### src/rtl/i2cm_pkg.sv
// ----------------------------------------------------------------------------
// i2cm_pkg
// Command codes, register map and phase table of the I2C bit sequencer.
// ----------------------------------------------------------------------------
package i2cm_pkg;

    // Command codes carried on the input item
    localparam logic [2:0] CMD_START   = 3'd0;
    localparam logic [2:0] CMD_STOP    = 3'd1;
    localparam logic [2:0] CMD_TX_BYTE = 3'd2;
    localparam logic [2:0] CMD_RX_BYTE = 3'd3;
    localparam logic [2:0] CMD_TX_ACK  = 3'd4;
    localparam logic [2:0] CMD_RX_ACK  = 3'd5;

    // Register map
    localparam logic       REG_PHASE_TICKS   = 1'b0;
    localparam logic [15:0] PHASE_TICKS_RESET = 16'd10;

    // Position within a three-phase bit slot
    typedef logic [1:0] bit_step_t;
    localparam bit_step_t STEP_FIRST = 2'd0;
    localparam bit_step_t STEP_LAST  = 2'd2;

    typedef logic [4:0] phase_t;

    // Number of phases of each command
    function automatic phase_t phase_count(input logic [2:0] cmd);
        phase_t n;
        case (cmd)
            CMD_START:   n = 5'd4;
            CMD_STOP:    n = 5'd3;
            CMD_TX_BYTE: n = 5'd24;
            CMD_RX_BYTE: n = 5'd25;
            CMD_TX_ACK:  n = 5'd3;
            default:     n = 5'd4;
        endcase
        return n;
    endfunction

endpackage

### src/rtl/i2c_master_bit_sequencer_top.sv
// ----------------------------------------------------------------------------
// i2c_master_bit_sequencer_top
// Open-drain I2C master bit sequencer, one timer tick per input item.
// ----------------------------------------------------------------------------
// Each accepted input item is one timer tick and yields exactly one result
// item with the pin drives and status after that tick. An idle block takes a
// start, stop, send byte, receive byte, send ack or receive ack command and
// walks its pin phases, each held phase_ticks ticks (zero counts as one).
// Bytes move MSB first; SDA is sampled on the first tick of a read phase.
// A command offered while busy, or an unknown code, is dropped and flagged.
// One item is accepted per clock while the result side keeps up: the phase
// logic sits between the state registers and a single output register, so
// each result is registered and shown in the cycle after its item is taken.
module i2c_master_bit_sequencer_top #(
    parameter int TICK_WIDTH = 16
) (
    input  logic        aclk,
    input  logic        aresetn,
    // input items
    input  logic        s_tvalid,
    output logic        s_tready,
    input  logic [15:0] s_tdata,   // [7:0] tx_byte, [8] ack_bit, [9] sda_in, rest zero
    input  logic [3:0]  s_tuser,   // [0] cmd_valid, [3:1] cmd
    // result items
    output logic        m_tvalid,
    input  logic        m_tready,
    output logic [15:0] m_tdata,   // [0] scl_level, [1] sda_level, [2] busy_res,
                                   // [3] done_res, [11:4] rx_byte, [12] ack_received,
                                   // [13] cmd_ignored, rest zero
    // configuration
    input  logic        psel,
    input  logic        penable,
    input  logic        pwrite,
    input  logic [2:0]  paddr,
    input  logic [31:0] pwdata,
    output logic [31:0] prdata,
    output logic        pready
);

    localparam int LW = (TICK_WIDTH > 16) ? TICK_WIDTH : 16;

    // Configuration register
    logic [15:0] phase_ticks_reg;

    // Sequencer state
    logic                  scl_reg, scl_next;
    logic                  sda_reg, sda_next;
    logic [2:0]            active_reg, active_next;
    i2cm_pkg::phase_t      phase_reg, phase_next;
    i2cm_pkg::bit_step_t   step_reg, step_next;
    logic [TICK_WIDTH-1:0] tick_reg, tick_next, tick_inc;
    logic                  busy_reg, busy_next;
    logic [7:0]            tx_reg, tx_next;
    logic [7:0]            rx_reg, rx_next;
    logic                  ack_reg, ack_next;
    logic                  ignored, done;

    // Output register
    logic                  out_valid_reg;
    logic [15:0]           out_data_reg;

    // Unpacked input fields
    logic        in_cmd_valid;
    logic [2:0]  in_cmd;
    logic [7:0]  in_tx_byte;
    logic        in_ack_bit;
    logic        in_sda;
    logic        s_accept;

    logic [LW-1:0] pt_ext, mask_ext, limit;

    assign in_cmd_valid = s_tuser[0];
    assign in_cmd       = s_tuser[3:1];
    assign in_tx_byte   = s_tdata[7:0];
    assign in_ack_bit   = s_tdata[8];
    assign in_sda       = s_tdata[9];

    assign s_tready = !out_valid_reg || m_tready;
    assign s_accept = s_tvalid && s_tready;
    assign m_tvalid = out_valid_reg;
    assign m_tdata  = out_data_reg;

    // APB register access
    assign pready = 1'b1;
    assign prdata = (paddr[2] == i2cm_pkg::REG_PHASE_TICKS) ? {16'd0, phase_ticks_reg} : 32'd0;

    always_ff @(posedge aclk) begin
        if (!aresetn) begin
            phase_ticks_reg <= i2cm_pkg::PHASE_TICKS_RESET;
        end else if (psel && penable && pwrite && paddr[2] == i2cm_pkg::REG_PHASE_TICKS) begin
            phase_ticks_reg <= pwdata[15:0];
        end
    end

    // Clamp the hold time to one tick at least and to the counter range
    assign pt_ext   = LW'(phase_ticks_reg);
    assign mask_ext = LW'({TICK_WIDTH{1'b1}});
    always_comb begin
        if (pt_ext == '0) begin
            limit = LW'(1);
        end else if (pt_ext > mask_ext) begin
            limit = mask_ext;
        end else begin
            limit = pt_ext;
        end
    end

    // Next state and result for one tick
    always_comb begin
        scl_next    = scl_reg;
        sda_next    = sda_reg;
        active_next = active_reg;
        phase_next  = phase_reg;
        step_next   = step_reg;
        tick_next   = tick_reg;
        busy_next   = busy_reg;
        tx_next     = tx_reg;
        rx_next     = rx_reg;
        ack_next    = ack_reg;
        ignored     = 1'b0;
        done        = 1'b0;
        tick_inc    = '0;

        // Take or drop a new command
        if (in_cmd_valid) begin
            if (busy_reg || in_cmd > i2cm_pkg::CMD_RX_ACK) begin
                ignored = 1'b1;
            end else begin
                active_next = in_cmd;
                phase_next  = '0;
                step_next   = i2cm_pkg::STEP_FIRST;
                tick_next   = '0;
                busy_next   = 1'b1;
                tx_next     = (in_cmd == i2cm_pkg::CMD_TX_ACK) ? {in_ack_bit, 7'd0}
                                                               : in_tx_byte;
            end
        end

        if (busy_next) begin
            // Act on the first tick of a phase
            if (tick_next == '0) begin
                case (active_next)
                    i2cm_pkg::CMD_START: begin
                        case (phase_next)
                            5'd0:    sda_next = 1'b1;
                            5'd1:    scl_next = 1'b1;
                            5'd2:    sda_next = 1'b0;
                            default: scl_next = 1'b0;
                        endcase
                    end
                    i2cm_pkg::CMD_STOP: begin
                        case (phase_next)
                            5'd0:    sda_next = 1'b0;
                            5'd1:    scl_next = 1'b1;
                            default: sda_next = 1'b1;
                        endcase
                    end
                    i2cm_pkg::CMD_TX_BYTE: begin
                        case (step_next)
                            2'd0:    sda_next = tx_next[7];
                            2'd1:    scl_next = 1'b1;
                            default: begin
                                scl_next = 1'b0;
                                tx_next  = {tx_next[6:0], 1'b0};
                            end
                        endcase
                    end
                    i2cm_pkg::CMD_RX_BYTE: begin
                        if (phase_next == '0) begin
                            sda_next = 1'b1;
                        end else begin
                            case (step_next)
                                2'd0:    scl_next = 1'b1;
                                2'd1:    rx_next  = {rx_next[6:0], in_sda};
                                default: scl_next = 1'b0;
                            endcase
                        end
                    end
                    i2cm_pkg::CMD_TX_ACK: begin
                        case (phase_next)
                            5'd0:    sda_next = tx_next[7];
                            5'd1:    scl_next = 1'b1;
                            default: scl_next = 1'b0;
                        endcase
                    end
                    default: begin
                        case (phase_next)
                            5'd0:    sda_next = 1'b1;
                            5'd1:    scl_next = 1'b1;
                            5'd2:    ack_next = in_sda;
                            default: scl_next = 1'b0;
                        endcase
                    end
                endcase
            end

            // Count the tick and advance the phase at the end of its hold
            tick_inc = tick_next + 1'b1;
            if (LW'(tick_inc) >= limit || tick_inc == '0) begin
                tick_next = '0;
                // receive byte starts its bit slots after the release phase
                if (!(active_next == i2cm_pkg::CMD_RX_BYTE && phase_next == '0)) begin
                    step_next = (step_next == i2cm_pkg::STEP_LAST) ? i2cm_pkg::STEP_FIRST
                                                                   : step_next + 1'b1;
                end
                phase_next = phase_next + 1'b1;
                if (phase_next >= i2cm_pkg::phase_count(active_next)) begin
                    busy_next  = 1'b0;
                    phase_next = '0;
                    done       = 1'b1;
                end
            end else begin
                tick_next = tick_inc;
            end
        end
    end

    // Commit state on each accepted item
    always_ff @(posedge aclk) begin
        if (!aresetn) begin
            scl_reg    <= 1'b1;
            sda_reg    <= 1'b1;
            active_reg <= i2cm_pkg::CMD_START;
            phase_reg  <= '0;
            step_reg   <= i2cm_pkg::STEP_FIRST;
            tick_reg   <= '0;
            busy_reg   <= 1'b0;
            tx_reg     <= 8'd0;
            rx_reg     <= 8'd0;
            ack_reg    <= 1'b0;
        end else if (s_accept) begin
            scl_reg    <= scl_next;
            sda_reg    <= sda_next;
            active_reg <= active_next;
            phase_reg  <= phase_next;
            step_reg   <= step_next;
            tick_reg   <= tick_next;
            busy_reg   <= busy_next;
            tx_reg     <= tx_next;
            rx_reg     <= rx_next;
            ack_reg    <= ack_next;
        end
    end

    // Hold the result item until it is taken
    always_ff @(posedge aclk) begin
        if (!aresetn) begin
            out_valid_reg <= 1'b0;
        end else if (s_accept) begin
            out_valid_reg <= 1'b1;
        end else if (m_tready) begin
            out_valid_reg <= 1'b0;
        end
    end

    always_ff @(posedge aclk) begin
        if (s_accept) begin
            out_data_reg <= {2'b00, ignored, ack_next, rx_next, done, busy_next,
                             sda_next, scl_next};
        end
    end

    // A finished command never reports busy in the same item
    assert property (@(posedge aclk) disable iff (!aresetn)
        m_tvalid |-> !(m_tdata[3] && m_tdata[2]))
        else $error("done and busy reported together");

    // A command offered while busy is flagged as dropped
    assert property (@(posedge aclk) disable iff (!aresetn)
        (s_accept && in_cmd_valid && busy_reg) |=> m_tdata[13])
        else $error("command while busy not flagged");

    // An idle sequencer sits at phase zero with a cleared tick counter
    assert property (@(posedge aclk) disable iff (!aresetn)
        !busy_reg |-> (phase_reg == '0 && tick_reg == '0))
        else $error("idle sequencer holds stale phase state");

    // A stalled result item keeps its contents
    assert property (@(posedge aclk) disable iff (!aresetn)
        (m_tvalid && !m_tready) |=> (m_tvalid && $stable(m_tdata)))
        else $error("stalled result item changed");

endmodule

### config.mk
export PLATFORM = sky130hd
export DESIGN_NAME = i2c_master_bit_sequencer_top
export DESIGN_NICKNAME = d
export VERILOG_FILES = /design/src/rtl/i2cm_pkg.sv /design/src/rtl/i2c_master_bit_sequencer_top.sv
export SDC_FILE = /design/constraint.sdc
export NUM_CORES = 1
export LEC_CHECK = 0
export ABC_CLOCK_PERIOD_IN_PS = 4800
export BUFFER_PORTS_ARGS = -buffer_cell sky130_fd_sc_hd__buf_2
export CORE_ASPECT_RATIO = 0.6
export CORE_MARGIN = 2
export CORE_UTILIZATION = 50
export CTS_CLUSTER_DIAMETER = 80
export DETAILED_ROUTE_END_ITERATION = 10
export GPL_TIMING_DRIVEN = 0
export PLACE_DENSITY = 0.84
export RECOVER_POWER = 50
export SLEW_MARGIN = 20
export SYNTH_ARGS = -nofsm -noshare
export SYNTH_HDL_FRONTEND = slang
export SYNTH_SLANG_ARGS = --single-unit
### constraint.sdc
create_clock -name aclk -period 4.8 [get_ports aclk]
set_input_delay 0.24 -clock aclk [delete_from_list [all_inputs] [get_ports aclk]]
set_output_delay 0.24 -clock aclk [all_outputs]
set_load 0.005 [all_outputs]
==> impl_metrics.ini, run 1 <==
[power_and_ir_drop]
p_sw_uw = 466
clkPwrFrac_pct = 41.8
p_int_mw = 1.12
p_sw_share_pct = 29.3
power.share.sequential_pct = 43.5
leakage_nw = 2.49
irDropWorstVdd_mv = 0.224
cellPowerDensity_mw_per_mm2 = 270
power_frac_comb_pct = 14.7
p_total_mw = 1.59

[setup_path]
cp.arrival_ps = 4810
critPathLaunchType = register
critPathKind = reg -> reg
reg2regPathDepth = 21
worst-path-max-fanout = 10
required_ps = 5030
endpoint_kind = register

[floorplan]
start_util_pct = 51.2
boundaryPins = 113
core_area_mm2 = 0.00981
die_x_um = 133
dieArea_mm2 = 0.0109
rows = 28
fp.dieH_um = 81.6

[timing]
drv_slew = 0
setup_viol = 0
max_freq_mhz = 218
rsz0062_at_grt = no
fin_crit_sh_pct = 95.4
hold_viol = 0
slew_headroom_pct = 10.5
fin_crit_ps = 4580
finClkSkew_ps = 11.6
worst_pin_slew_ps = 1340
hold_ws_ps = 124

[final_layout]
nets = 808
drive_above_1_share_pct = 17.8
finalInstanceArea_mm2 = 0.00589
layoutNonFillerInstCount = 858
n_antenna_cell = 0
syn_to_final_growth_pct = 17.2

[placement]
dp_hpwl_um = 10900
globalplace.congestion = 0.943
placed_cells_incl_taps = 841
portBuffers = 67
place_area_mm2 = 0.00559

[clocking]
clk_latency_ps = 350
cts_max_level = 3
cts_hold_buffers = 0
cts_root_buf = clkbuf_16
cts.path.max_buffers = 2
tritoncts = done
clkTransAtPathRegs_ps = 60
numCtsBuffers = 9
numClockSinks = 77

[yosys]
synthTopCellsByCount = nand2_1 (90), a21oi_1 (63), dfxtp_1 (63), nor2_1 (59)
post-synth-top-area-cell = dfxtp_1
synthesis.area_mm2 = 0.00502
async_flop_share_pct = 0
synthTopCellsByArea = dfxtp_1 (25%), edfxtp_1 (8.4%), ha_1 (7.0%)
synth_warnings = 0
avgSynthCellArea_um2 = 8.08
yosysSeqAreaShare_pct = 33.5
synth-edff-count = 14
synth_cell_type_count = 75
ys.flop_type = dfxtp_1
synth.most_common_cell = nand2_1
synth_seq_cells = 77
synth_top_area_share_pct = 25.1
synthCells = 622

[job]
drv_cap = 0

[status]
status = finished, final reports clean

[detailed_routing]
drt-pass1-iter-count = 5
drt_wl_total_um = 14400
dr_total_vias = 4954
drc = 0
drt_iter0_drc = 568
routedWlPerCell_um = 16.8
via_per_inst = 5.77
ant_nets = 0

[global_route]
grt_overflow = 0
antenna_found_initial = 0
grt_pass1_wl_um = 22900
grt_usage_pct = 26.9
grt_pass1_vias = 4473
grt_start_max_net_pins = 24

[hold_path]
whs_path_depth = 3
hold_class = in -> reg
==> cell type report <==
type | instances | area, µm²
Multi-Input combinational cell | 476 | 2950
Fill cell | 885 | 3920
Tap cell | 135 | 169
Inverter | 29 | 109
Clock inverter | 7 | 56.3
Timing Repair Buffer | 68 | 317
Sequential cell | 77 | 1680
Buffer | 57 | 377
Clock buffer | 9 | 225
==> through the flow <==
| step | setup WS (ps) | TNS (ps) | utilization [%] |
|---|---|---|---|
| floorplan | 150 | 0 | - |
| global placement | -988 | -20480 | 57.0 |
| detailed placement | -1090 | -22940 | 57.0 |
| CTS | 0.116 | 0 | 60.2 |
| global route | 8.08 | 0 | 60.0 |
| finish | 222 | 0 | 60.0 |
==> cell families (layout without fill, tap and decap cells) <==
| kind of cell | count (synthesis) | after routing | synth area share, % |
|---|---|---|---|
| compound gates | 147 | 147 | 18.8 |
| xor+xnor | 16 | 16 | 2.79 |
| fa+ha+maj | 28 | 28 | 6.97 |
| buf+inv | 86 | 170 | 9.51 |
| flops | 77 | 77 | 33.5 |
| mux | 17 | 17 | 3.61 |
| other cells | 2 | 19 | 0.149 |
| simple gates | 249 | 249 | 24.7 |
==> placed cells by master, fill, tap and decap left out, types with 6 or more instances in the layout <==
cell type and n:
a21o_1 9, clkbuf_16 9, ha_1 28, and2_1 7, o21ai_0 13, o211ai_1 11
nand4_1 10, mux2_2 9, edfxtp_1 14, clkbuf_2 7, buf_4 23, mux2i_1 8
inv_1 29, dfxtp_1 63, nor4_1 13, a31oi_1 6, xnor2_1 10, conb_1 19
nand2_1 90, nor2_1 59, xor2_1 6, clkbuf_1 44, nand3_1 18, a21oi_1 63
buf_2 40, nor3_1 11, a22oi_1 7
==> timing repair <==
item | 4_1_cts | 5_1_grt
pin swaps | 1 | 1
setup endpoints to repair | 26 | 23
resized for setup | 8 | 9
setup buffers | 1 | 0
==> worst max-delay path: stages (launching register included) <==
cell	delay (ps)
dfxtp_1	300
clkbuf_4	190
and2b_2	280
nand2_4	130
buf_6	170
buf_4	200
and2_1	190
ha_1	190
clkbuf_4	210
nand2_1	100
nor3_1	260
xnor2_1	170
nor2_1	100
ha_1	350
a21oi_1	160
and2b_2	260
a211oi_4	280
o41ai_2	160
buf_4	210
nand3_2	120
nor2_4	60
a311o_1	350
==> power groups by stage <==
stage,clock network [mW],logic [mW],registers (mW)
2_1_floorplan,0,0.150,0.702
3_3_place_gp,0,0.218,0.703
3_5_place_dp,0,0.225,0.704
4_1_cts,0.668,0.228,0.689
5_1_grt,0.692,0.254,0.692
6_report,0.664,0.234,0.690
==> routing by layer <==
layer	part of all wire [%]	vias to the layer above	GRT usage [%]
li1	-	2367	-
met1	47	2290	39.5
met2	40	282	39.2
met3	12	15	6.98
met4	0.98	0	6.28
met5	0	-	0
==> final timing paths <==
kind         slack (ps)                               to                   start
max                 220        phase_reg[2]$_SDFFE_PN0P_   busy_reg$_SDFFE_PN0P_
min                 120  phase_ticks_reg[1]$_SDFFE_PN1P_               pwdata[1]
max reg2reg         220        phase_reg[2]$_SDFFE_PN0P_   busy_reg$_SDFFE_PN0P_
min reg2reg         460           tx_reg[0]$_SDFFE_PN0P_  tx_reg[0]$_SDFFE_PN0P_
(Power assumes the default switching activity.)
==> run 2: changes to the inputs <==
--- a/config.mk
+++ b/config.mk
@@ -7,7 +7,6 @@
 export LEC_CHECK = 0
 export ABC_CLOCK_PERIOD_IN_PS = 4800
 export BUFFER_PORTS_ARGS = -buffer_cell sky130_fd_sc_hd__buf_2
-export CORE_ASPECT_RATIO = 0.6
 export CORE_MARGIN = 2
 export CORE_UTILIZATION = 50
 export CTS_CLUSTER_DIAMETER = 80
==> impl_metrics.ini, run 2 (synthesis gave the netlist of run 1 again) <==
[placement]
placed_cells_incl_taps = 839
globalplace.congestion = 0.914
portBuffers = 67
dp_hpwl_um = 10100

[job]
drv_cap = 0

[floorplan]
boundaryPins = 113
start_util_pct = 51.4
die_x_um = 104
rows = 36
core_area_mm2 = 0.00977
dieArea_mm2 = 0.0109
fp.dieH_um = 104

[global_route]
grt_start_max_net_pins = 24
antenna_found_initial = 0
grt_usage_pct = 24.5
grt_overflow = 0
grt_pass1_wl_um = 21700
grt_pass1_vias = 4628

[timing]
drv_slew = 0
fin_crit_sh_pct = 96.4
max_freq_mhz = 216
fin_crit_ps = 4630
finClkSkew_ps = 19.8
worst_pin_slew_ps = 1170
tns_ps = 0
slew_headroom_pct = 21.8
hold_viol = 0
setup_viol = 0
hold_ws_ps = 102

[power_and_ir_drop]
leakage_nw = 2.49
clkPwrFrac_pct = 35.7
power.share.sequential_pct = 48.5
p_sw_share_pct = 29.1
p_sw_uw = 414
irDropWorstVdd_mv = 0.138
p_total_mw = 1.42
cellPowerDensity_mw_per_mm2 = 245
power_frac_comb_pct = 15.8
p_int_mw = 1.01

[clocking]
numCtsBuffers = 9
numClockSinks = 77
clkTransAtPathRegs_ps = 90
cts_max_level = 3
cts_hold_buffers = 0
cts_root_buf = clkbuf_8
tritoncts = done
cts.path.max_buffers = 2
clk_latency_ps = 370

[final_layout]
multi_input_area_mm2 = 0.00295
layoutNonFillerInstCount = 857
drive_above_1_share_pct = 19.3
nets = 809
register_area_mm2 = 0.00168
layout_common_cells = nand2_1 (90), a21oi_1 (63), dfxtp_1 (63), nor2_1 (59), buf_2 (48)
n_antenna_cell = 0
num-fill-cells = 866
final_common_cell = nand2_1
syn_to_final_growth_pct = 15.7

[setup_path]
crit_path_start = busy_reg$_SDFFE_PN0P_
reg2regPathDepth = 21
regToRegStartpoint = busy_reg$_SDFFE_PN0P_
required_ps = 5050
critPathKind = reg -> reg
crit_slowest_cell = o21ai_0
rrSetupSlack_ps = 170
endpoint_kind = register
critPathLaunchType = register
worst-path-max-fanout = 10
rr_endpoint = phase_reg[2]$_SDFFE_PN0P_
cp.arrival_ps = 4870
critPathMaxStageDelay_ps = 420
path_cells = buf_2, and2b_2, nand2_4, buf_6, buf_4, and2_1, ha_1, inv_1, o31a_1, o21ai_0, inv_1, ha_1, nand2_1, o21a_1, o2111ai_1, a211oi_4, o41ai_2, buf_4, nand3_2, nor2_4, a311o_1

[detailed_routing]
dr_total_vias = 4816
drt_iter0_drc = 390
ant_nets = 0
drt_wl_total_um = 13200
via_per_inst = 5.62
routedWlPerCell_um = 15.4
drc = 0
drt-pass1-iter-count = 5

[hold_path]
whs_path_depth = 3
hold_class = in -> reg
min_to = phase_ticks_reg[0]$_SDFFE_PN0P_
worstHoldStart = pwdata[0]

[status]
status = finished, final reports clean
==> run 2: repair_timing <==
item | 4_1_cts | 5_1_grt
pin swaps | 1 | 1
cloned | 0 | 0
endpoints found under the setup margin | 26 | 23
gates resized for setup | 8 | 5
buffers inserted | 1 | 1
==> run 2: layer usage <==
layer	track usage, %	share of wire, %
met5	0	0
met4	8.98	2.3
met3	4.95	6.0
met2	44.2	50
met1	28.5	42
==> run 2: cell type report <==
type,count,area share [%]
plain buffers,57,6.44
clock buffers,10,2.20
clock inverters,6,1.18
inverters,29,1.87
multi-input cells,476,50.7
flip-flops and latches,77,28.9
well taps,133,2.86
repair buffers,69,5.83
==> run 2: how the worst max path moves through the flow <==
stage	end	slack, ps	cells past startpoint
6_report	phase_reg[2]$_SDFFE_PN0P_	170	21
4_1_cts	phase_reg[2]$_SDFFE_PN0P_	50	21
2_1_floorplan	phase_reg[2]$_SDFFE_PN0P_	150	21
3_5_place_dp	phase_reg[2]$_SDFFE_PN0P_	-1060	21
3_3_place_gp	phase_reg[2]$_SDFFE_PN0P_	-990	21
5_1_grt	phase_reg[2]$_SDFFE_PN0P_	-10	21
==> run 2: metrics by stage <==
step	setup WS, ps	cell area (µm²)	utilization [%]
3_3_place_gp	-986	5590	57.2
4_1_cts	50.2	5820	59.5
2_1_floorplan	150	5090	-
3_5_place_dp	-1060	5590	57.2
6_report	174	5810	59.5
5_1_grt	-14.4	5810	59.5
==> run 2: power by group through the flow <==
stage               Combinational, mW  Sequential, mW  Clock (mW)
detailed placement              0.220           0.704           0
global placement                0.215           0.703           0
finish                          0.225           0.689       0.508
floorplan                       0.150           0.702           0
CTS                             0.224           0.689       0.510
global route                    0.249           0.692       0.538
==> run 2: critical path, delay by kind of cell, from the launching register on <==
family	cells	cell delay [ps]
fa+ha+maj	2	500
compound gates	7	1850
flops	1	310
buf+inv	6	980
simple gates	6	840
==> run 3: changes to the inputs <==
--- a/config.mk
+++ b/config.mk
@@ -12,7 +12,7 @@
 export CTS_CLUSTER_DIAMETER = 80
 export DETAILED_ROUTE_END_ITERATION = 10
 export GPL_TIMING_DRIVEN = 0
-export PLACE_DENSITY = 0.84
+export PLACE_DENSITY = 0.78
 export RECOVER_POWER = 50
 export SLEW_MARGIN = 20
 export SYNTH_ARGS = -nofsm -noshare
==> impl_metrics.ini, run 3 (synthesis gave the netlist of run 1 again) <==
[status]
status = finished, final reports clean

[power_and_ir_drop]
cellPowerDensity_mw_per_mm2 = 247
irDropWorstVdd_mv = 0.179
power_frac_comb_pct = 15.6
p_total_mw = 1.44
p_int_mw = 1.01
p_sw_uw = 423
p_sw_share_pct = 29.4
leakage_nw = 2.49
power.share.sequential_pct = 48.0
clkPwrFrac_pct = 36.4

[clocking]
numClockSinks = 77
cts.path.max_buffers = 2
clk_latency_ps = 360
numCtsBuffers = 9
cts_max_level = 3
clkTransAtPathRegs_ps = 90
cts_root_buf = clkbuf_8
tritoncts = done

[placement]
place_area_mm2 = 0.00559
globalplace.congestion = 0.910
portBuffers = 67
dp_hpwl_um = 9810

[timing]
rsz0062_at_grt = no
worst_pin_slew_ps = 1190
fin_crit_ps = 4510
finClkSkew_ps = 8.70
hold_viol = 0
setup_viol = 0
fin_crit_sh_pct = 94.0
slew_headroom_pct = 20.4
max_freq_mhz = 222
drv_slew = 0

[setup_path]
endpoint_kind = register
required_ps = 5090
critPathLaunchType = register
critPathKind = reg -> reg
cp.arrival_ps = 4800
crit_slowest_cell = or3_1
worst-path-max-fanout = 10
critPathMaxStageDelay_ps = 370
path_cells = clkbuf_4, and2b_2, nand2_4, buf_6, buf_6, and2_1, ha_1, clkbuf_4, nand3_1, or2_2, a21oi_1, ha_1, and4_1, a21oi_1, o2111ai_1, a211oi_2, buf_4, o41ai_2, buf_4, or3_1, a31oi_1

[detailed_routing]
drt-pass1-iter-count = 5
ant_nets = 0
via_per_inst = 5.61
routedWlPerCell_um = 15.3
drt_wl_total_um = 13100
drc = 0
drt_iter0_drc = 330
dr_total_vias = 4811

[global_route]
antenna_found_initial = 0
grt_overflow = 0
grt_usage_pct = 24.1
grt_start_max_net_pins = 24
grt_pass1_vias = 4563
grt_pass1_wl_um = 21400

[floorplan]
dieArea_mm2 = 0.0109
rows = 36
start_util_pct = 51.4
core_area_mm2 = 0.00977
boundaryPins = 113
fp.dieH_um = 104
die_x_um = 104

[final_layout]
n_antenna_cell = 0
final_common_cell = nand2_1
drive_above_1_share_pct = 19.2
num-fill-cells = 922
finalInstanceArea_mm2 = 0.00582
layout_common_cells = nand2_1 (90), a21oi_1 (63), dfxtp_1 (63), nor2_1 (59), buf_2 (47)
nets = 809
syn_to_final_growth_pct = 15.8

[job]
drv_cap = 0

[hold_path]
hold_class = in -> reg
==> run 3: cell count changes in the layout (fill, tap and decap cells not counted), sizes merged <==
cell      before  now
clkinvlp       1    0
inv           31   33
clkbuf        59   58
==> run 3: critical path, delay by kind of cell, from the launching register on <==
family / cells / cell delay, ps
and+or+nand+nor: 7 / 1600
adders and majority gates: 2 / 420
AOI/OAI and AO/OA: 6 / 990
buffers and inverters: 6 / 1100
DFF: 1 / 340
==> run 3: per-layer routing <==
metal  share of wire, %  track usage (%)
met5                  0                0
met4                2.1             9.17
met3                6.6             2.88
met2                 49             42.0
met1                 43             30.5
==> run 3: final cells by class <==
| type | count | area, µm² | share of cell area [%] |
|---|---|---|---|
| buffer | 57 | 380 | 6.54 |
| clock inverter | 7 | 81.3 | 1.40 |
| clock buffer | 9 | 124 | 2.13 |
| multi-input combinational | 476 | 2940 | 50.5 |
| inverter | 29 | 109 | 1.87 |
| tap | 133 | 166 | 2.86 |
| timing repair buffer | 69 | 337 | 5.79 |
| sequential | 77 | 1680 | 28.9 |
==> run 3: worst paths after layout <==
path	startpoint	slack [ps]	cells past startpoint	to
setup reg to reg	busy_reg$_SDFFE_PN0P_	290	21	tick_reg[3]$_SDFFE_PN0P_
hold / removal	pwdata[8]	110	3	phase_ticks_reg[8]$_SDFFE_PN0P_
setup / recovery	busy_reg$_SDFFE_PN0P_	290	21	tick_reg[3]$_SDFFE_PN0P_
hold reg to reg	tx_reg[0]$_SDFFE_PN0P_	470	2	tx_reg[0]$_SDFFE_PN0P_
==> run 3: metrics by stage <==
step           hold WS (ps)  worst slack (ps)  cells  util [%]  setup TNS [ps]
6_report                112               290    857      59.5               0
5_1_grt                 116              21.3    857      59.5               0
4_1_cts                 102              69.5    857      59.6               0
3_5_place_dp            450             -1060    839      57.2          -23070
3_3_place_gp            438             -1030    839      57.2          -21860
2_1_floorplan           369               150    639         -               0
==> run 3: what timing repair did <==
action                     CTS  global route
setup endpoints to repair   26            23
pin swaps                    1             0
gates resized for setup      6            10
hold buffers                 0             0
buffers inserted             2             0
==> run 3: power groups by stage <==
stage | combinational (mW) | sequential (mW) | clock (mW)
2_1_floorplan | 0.150 | 0.702 | 0
3_3_place_gp | 0.214 | 0.703 | 0
3_5_place_dp | 0.219 | 0.704 | 0
4_1_cts | 0.222 | 0.689 | 0.533
5_1_grt | 0.251 | 0.691 | 0.560
6_report | 0.224 | 0.689 | 0.524
